--- src/rtl/core/sil_pkg.sv ---
// Package for the sorted insertion list: key type, command codes and the
// control struct that the top level broadcasts to every storage cell.
// No dependencies; every other file of the block imports it.
package sil_pkg;

    // Signed key as stored and compared in the cells.
    typedef logic signed [31:0] key_t;

    // Command codes carried on the request channel.
    typedef enum logic
    {
        CMD_INSERT = 1'b0,
        CMD_READ   = 1'b1
    } cmd_t;

    // Control broadcast to every cell of the chain.
    typedef struct packed
    {
        logic insert;   // place new_key into the chain this cycle
        logic rotate;   // move every occupied key one place toward the head
        key_t new_key;  // key being inserted
    } sil_ctl_t;

endpackage

--- src/rtl/core/sil_cell.sv ---
// One storage cell of the sorted chain: holds a key, compares it with an
// incoming key and takes its own, a neighbor's, the head's or the new key.
// Depends on sil_pkg for key_t and sil_ctl_t.
module sil_cell
(
    input  logic              clk,
    input  sil_pkg::sil_ctl_t ctl,
    input  logic              occ,        // this cell holds a stored key
    input  logic              prev_keep,  // lower neighbor keeps its key
    input  sil_pkg::key_t     prev_key,   // key of the lower neighbor
    input  logic              next_occ,   // upper neighbor holds a stored key
    input  sil_pkg::key_t     next_key,   // key of the upper neighbor
    input  sil_pkg::key_t     head_key,   // key of the head cell
    output sil_pkg::key_t     key,
    output logic              keep        // this key stays in place on insert
);
    import sil_pkg::*;

    key_t key_reg;
    key_t key_next;

    // A stored key smaller than the new one stays put; the first cell that
    // does not keep takes the new key and the cells above it shift up.
    assign keep = occ && (key_reg < ctl.new_key);

    always_comb
    begin
        key_next = key_reg;
        if (ctl.insert)
        begin
            if (!keep)
            begin
                key_next = prev_keep ? ctl.new_key : prev_key;
            end
        end
        else if (ctl.rotate)
        begin
            // The last occupied cell wraps the head key around.
            key_next = next_occ ? next_key : head_key;
        end
    end

    // Key storage needs no reset; occupancy comes from the entry count.
    always_ff @(posedge clk)
    begin
        key_reg <= key_next;
    end

    assign key = key_reg;

endmodule

--- config.mk ---
export PLATFORM = sky130hd
export DESIGN_NAME = sil_cell
export DESIGN_NICKNAME = d
export VERILOG_FILES = /design/src/rtl/core/sil_pkg.sv /design/src/rtl/core/sil_cell.sv
export SDC_FILE = /design/constraint.sdc
export NUM_CORES = 1
export LEC_CHECK = 0
export BUFFER_PORTS_ARGS = -buffer_cell sky130_fd_sc_hd__buf_2
export CORE_MARGIN = 2
export CORE_UTILIZATION = 48
export DETAILED_ROUTE_END_ITERATION = 8
export GPL_TIMING_DRIVEN = 0
export PLACE_DENSITY = 0.88
export SYNTH_ARGS = -nofsm -noshare
export SYNTH_HDL_FRONTEND = slang
export SYNTH_SLANG_ARGS = --single-unit
--- constraint.sdc ---
create_clock -name clk -period 10.4 [get_ports clk]
set_input_delay 1.04 -clock clk [delete_from_list [all_inputs] [get_ports clk]]
set_output_delay 1.04 -clock clk [all_outputs]
set_load 0.01 [all_outputs]
==> flow_summary.html <==
<table>
<tr><th>Metric</th><th>Value</th></tr>
<tr><th colspan="2">Outcome</th></tr>
<tr><td>Outcome</td><td>completed</td></tr>
<tr><th colspan="2">Global routing</th></tr>
<tr><td>Wire length of the first global-routing pass</td><td>approximately 13 mm</td></tr>
<tr><td>Pin count of the biggest net entering global routing</td><td>14</td></tr>
<tr><td>GRT overflow</td><td>0</td></tr>
<tr><td>Via count of the first global-routing pass</td><td>2,918</td></tr>
<tr><td>Number of antenna violations at the first check in global routing</td><td>0</td></tr>
<tr><td>GRT Util Overall</td><td>0.260</td></tr>
<tr><th colspan="2">Layout</th></tr>
<tr><td>Design Area, Final</td><td>between 0.003 and 0.004 mm^2</td></tr>
<tr><td>Growth of design area from synthesis to finish</td><td>36.1%</td></tr>
<tr><td>Fraction of final layout cells with drive strength greater than 1</td><td>0.380</td></tr>
<tr><td>Share of the core filled with cells</td><td>0.682</td></tr>
<tr><td>Number of flip-flops under the largest register name</td><td>32</td></tr>
<tr><td>Number of antenna cells inserted</td><td>0</td></tr>
<tr><td>Number of nets at the end of the flow</td><td>between 600 and 700</td></tr>
<tr><th colspan="2">Floorplanning</th></tr>
<tr><td>Number of top-level design ports</td><td>roughly 170</td></tr>
<tr><td>Vert. Die Dim</td><td>approximately 80 um</td></tr>
<tr><td>Die width</td><td>roughly 80 um</td></tr>
<tr><td>Std-Cell Rows</td><td>27</td></tr>
<tr><td>Floorplan die area</td><td>roughly 0.0064 mm^2</td></tr>
<tr><td>Initial core utilization</td><td>0.502</td></tr>
<tr><td>Total core area</td><td>between 0.005 and 0.006 mm^2</td></tr>
<tr><th colspan="2">Clocking</th></tr>
<tr><td>Clock Tree Buf Depth</td><td>2</td></tr>
<tr><td>Clock-pin transition on the worst setup and hold timing paths</td><td>roughly 70 ps</td></tr>
<tr><td>Hold-fix buffer count after cts</td><td>0</td></tr>
<tr><td>TritonCTS Buffers</td><td>5</td></tr>
<tr><td>H-tree levels</td><td>2</td></tr>
<tr><td>Clock tree from TritonCTS</td><td>done</td></tr>
<tr><td>Root Buffer Master</td><td>sky130_fd_sc_hd__clkbuf_8</td></tr>
<tr><td>Worst skew pair latency</td><td>around 290 ps</td></tr>
<tr><td>Gates resized, CTS repair</td><td>0</td></tr>
<tr><td>Buffers inserted by post-CTS timing repair</td><td>0</td></tr>
<tr><td>Number of sinks on the clock net</td><td>32</td></tr>
<tr><th colspan="2">Worst setup path</th></tr>
<tr><td>Data required time at the worst endpoint</td><td>about 9400 ps</td></tr>
<tr><td>Ordered cell list for the critical path</td><td>buf_2, inv_1, ha_1, a21oi_1, o21ai_0, a221oi_1, o211ai_1, a21oi_1, mux2i_1, buf_2</td></tr>
<tr><td>Worst-case reg-to-reg path depth</td><td>7</td></tr>
<tr><td>Worst reg2reg startpoint</td><td>key[7]</td></tr>
<tr><td>Arrival time reported for the critical path endpoint</td><td>2810 ps</td></tr>
<tr><td>Critical Path Max Stage Delay</td><td>roughly 320 ps</td></tr>
<tr><td>Cell type of the slowest stage on the worst timing path</td><td>sky130_fd_sc_hd__ha_1</td></tr>
<tr><td>R2R Setup Slk</td><td>between 7000 and 8000 ps</td></tr>
<tr><td>End of the worst register-to-register path</td><td>key[13]</td></tr>
<tr><td>Critical path type</td><td>input pin to primary output</td></tr>
<tr><td>Nature of the critical path endpoint</td><td>primary output</td></tr>
<tr><td>Startpoint kind of the worst setup timing path</td><td>input pin</td></tr>
<tr><td>CP Max Fanout</td><td>3</td></tr>
<tr><th colspan="2">Routing</th></tr>
<tr><td>Detailed-routing iteration count for the pre-antenna-repair pass</td><td>4</td></tr>
<tr><td>Initial detailed-routing violation count</td><td>slightly above 100</td></tr>
<tr><td>Post-DRT Antenna Nets</td><td>0</td></tr>
<tr><td>DRT Wirelength</td><td>approximately 8.3 mm</td></tr>
<tr><td>Total via count after detailed routing</td><td>2,892</td></tr>
<tr><td>WL/cell</td><td>between 15 and 20 um</td></tr>
<tr><td>Via-to-Cell Ratio</td><td>5.38</td></tr>
<tr><td>Detailed-route DRC error count</td><td>0</td></tr>
<tr><th colspan="2">Pwr</th></tr>
<tr><td>Power per standard cell area</td><td>about 110 mW/mm^2</td></tr>
<tr><td>Worst IR drop on VDD</td><td>0.0660 mV</td></tr>
<tr><td>Power after layout</td><td>between 400 and 500 uW</td></tr>
<tr><td>Leak</td><td>between 0.0015 and 0.002 uW</td></tr>
<tr><th colspan="2">Synth</th></tr>
<tr><td>Post-synthesis mux area share</td><td>0.119</td></tr>
<tr><td>Yosys warning total</td><td>0</td></tr>
<tr><td>Post-synthesis share of cell area spent on xor and xnor gates</td><td>0</td></tr>
<tr><td>Synthesized-area fraction occupied by adder cells</td><td>0.140</td></tr>
<tr><td>Proportion of synthesized chip area in sequential cells</td><td>0.346</td></tr>
<tr><td>Synthesized instance count</td><td>296</td></tr>
<tr><td>Post-synth EDFFs</td><td>32</td></tr>
<tr><td>Synth Area per Inst</td><td>about 9.4 um^2</td></tr>
<tr><td>Fraction of the mapped netlist area in compound gates</td><td>0.204</td></tr>
<tr><td>Simple-gate portion of the synthesized area</td><td>0.124</td></tr>
<tr><td>Fraction of registers with async set/reset</td><td>0</td></tr>
<tr><td>Largest family of logic cells by synthesized area</td><td>compound AO/OA/AOI/OAI gates</td></tr>
<tr><td>Post-synthesis register bit count</td><td>32</td></tr>
<tr><td>Cell area after technology mapping</td><td>0.00278 mm^2</td></tr>
<tr><td>Cell variety after synth</td><td>26</td></tr>
<tr><td>Flip-flop cell with the highest count after synthesis</td><td>sky130_fd_sc_hd__edfxtp_1</td></tr>
<tr><td>Post-Syn Nets</td><td>roughly 460</td></tr>
<tr><th colspan="2">Hold path</th></tr>
<tr><td>Hold path cells</td><td>3</td></tr>
<tr><td>Min-Delay Endpoint</td><td>key[30]</td></tr>
<tr><td>Critical hold path startpoint</td><td>next_key[30]</td></tr>
<tr><td>Path type of the worst min-delay path</td><td>input pin to flip-flop</td></tr>
<tr><th colspan="2">Place</th></tr>
<tr><td>Half-perimeter wire length of the detailed placement result</td><td>~6.7 mm</td></tr>
<tr><td>Weighted congestion reported at the end of routability-driven placement</td><td>0.869</td></tr>
<tr><td>Count of buffers inserted at the top-level ports</td><td>between 150 and 200</td></tr>
<tr><td>Setup Slack @ Placement</td><td>between 6000 and 7000 ps</td></tr>
<tr><td>DP Area</td><td>roughly 0.0037 mm^2</td></tr>
<tr><th colspan="2">STA</th></tr>
<tr><td>Post-route fraction of the period consumed by the critical path</td><td>0.370</td></tr>
<tr><td>Slew Viols, Final</td><td>0</td></tr>
<tr><td>Hold violation count in the final report</td><td>0</td></tr>
<tr><td>Final sum of negative setup slack</td><td>0 ps</td></tr>
<tr><td>Highest clock rate</td><td>260 MHz</td></tr>
<tr><td>Final worst-path setup slack</td><td>between 6000 and 7000 ps</td></tr>
<tr><td>Worst-margin pin slew</td><td>964 ps</td></tr>
<tr><td>Max-slew headroom at the worst pin</td><td>0.354</td></tr>
<tr><td>Final min period</td><td>roughly 3900 ps</td></tr>
<tr><td>Final setup fails</td><td>0</td></tr>
<tr><td>Unrepaired setup endpoints after global routing</td><td>no</td></tr>
<tr><td>Worst clock skew</td><td>8.83 ps</td></tr>
<tr><th colspan="2">Run</th></tr>
<tr><td>Count of max-cap constraint violations</td><td>0</td></tr>
</table>
worst max-delay path by stage:
stage / from / to / slack [ps] / cells past startpoint
floorplan: ctl[7] / key[0] / 5460 / 7
global placement: ctl[7] / key[14] / 4150 / 8
detailed placement: ctl[7] / key[24] / 6520 / 9
CTS: ctl[7] / keep / 6560 / 9
global route: ctl[23] / keep / 6370 / 10
finish: ctl[23] / keep / 6550 / 10
through the flow:
step / std cells / hold slack (ps)
floorplan: 296 / 1290
global placement: 531 / 1390
detailed placement: 533 / 1230
CTS: 538 / 1100
global route: 538 / 1110
finish: 538 / 1100
routing by layer:
layer  part of all wire  GRT usage  vias to the layer above  wire length (um)
met5                  0          0                        -                 0
met3              0.067     0.0573                        8               556
met1               0.40      0.301                     1335              3350
li1                   -          -                     1440                 -
met4              0.010     0.0746                        0                84
met2               0.52      0.479                      109              4320
area by class of cell:
type	instances	area (um^2)
timing repair buffer	165	838
sequential	32	961
tap	72	90.1
inverter	31	116
clock buffer	5	68.8
fill	449	1760
multi-input combinational	215	1630
buffer	18	73.8
worst max-delay path, delay by kind of cell:
kind	cells	cell delay (ps)
muxes	1	190
AOI/OAI and AO/OA	5	960
adders and majority gates	1	320
buffers and inverters	3	280
synthesized netlist by cell type, drive strengths merged, types with 2 or more instances:
cell	instances	area, um^2
buf	8	36.3
nor2b	32	200
ha	31	388
nand4	6	37.5
a21oi	45	225
a211oi	34	255
clkbuf	10	37.5
edfxtp	32	961
nor2	5	18.8
nand3	3	15.0
nor3	2	10.0
mux2i	33	330
nand2	9	33.8
inv	31	116
nand2b	2	12.5
o21ai	4	20.0
kinds of logic after synthesis:
kind of cell               Yosys count
and+or+nand+nor                     61
buffers and inverters               49
adders and majority gates           31
muxes                               33
DFF                                 32
AOI/OAI and AO/OA                   90
layout by cell type, fill, tap and decap left out, types with 2 or more instances in the layout:
cell	synthesis	layout
sky130_fd_sc_hd__a211oi_1	34	34
sky130_fd_sc_hd__a21oi_1	45	45
sky130_fd_sc_hd__buf_1	3	3
sky130_fd_sc_hd__buf_2	5	168
sky130_fd_sc_hd__buf_6	0	2
sky130_fd_sc_hd__clkbuf_1	10	10
sky130_fd_sc_hd__clkbuf_8	0	5
sky130_fd_sc_hd__edfxtp_1	32	32
sky130_fd_sc_hd__ha_1	31	31
sky130_fd_sc_hd__inv_1	31	31
sky130_fd_sc_hd__mux2i_1	33	33
sky130_fd_sc_hd__nand2_1	9	9
sky130_fd_sc_hd__nand2b_1	2	2
sky130_fd_sc_hd__nand3_1	3	3
sky130_fd_sc_hd__nand4_1	6	6
sky130_fd_sc_hd__nor2_1	5	5
sky130_fd_sc_hd__nor2b_1	32	32
sky130_fd_sc_hd__o21ai_0	4	4
report_power, final:
group          switching [uW]  internal, uW
combinational            82.1          70.1
sequential               8.88           165
clock                    45.6          43.1
total                     137           278
No activity file was read; power rests on OpenSTA's default activity.
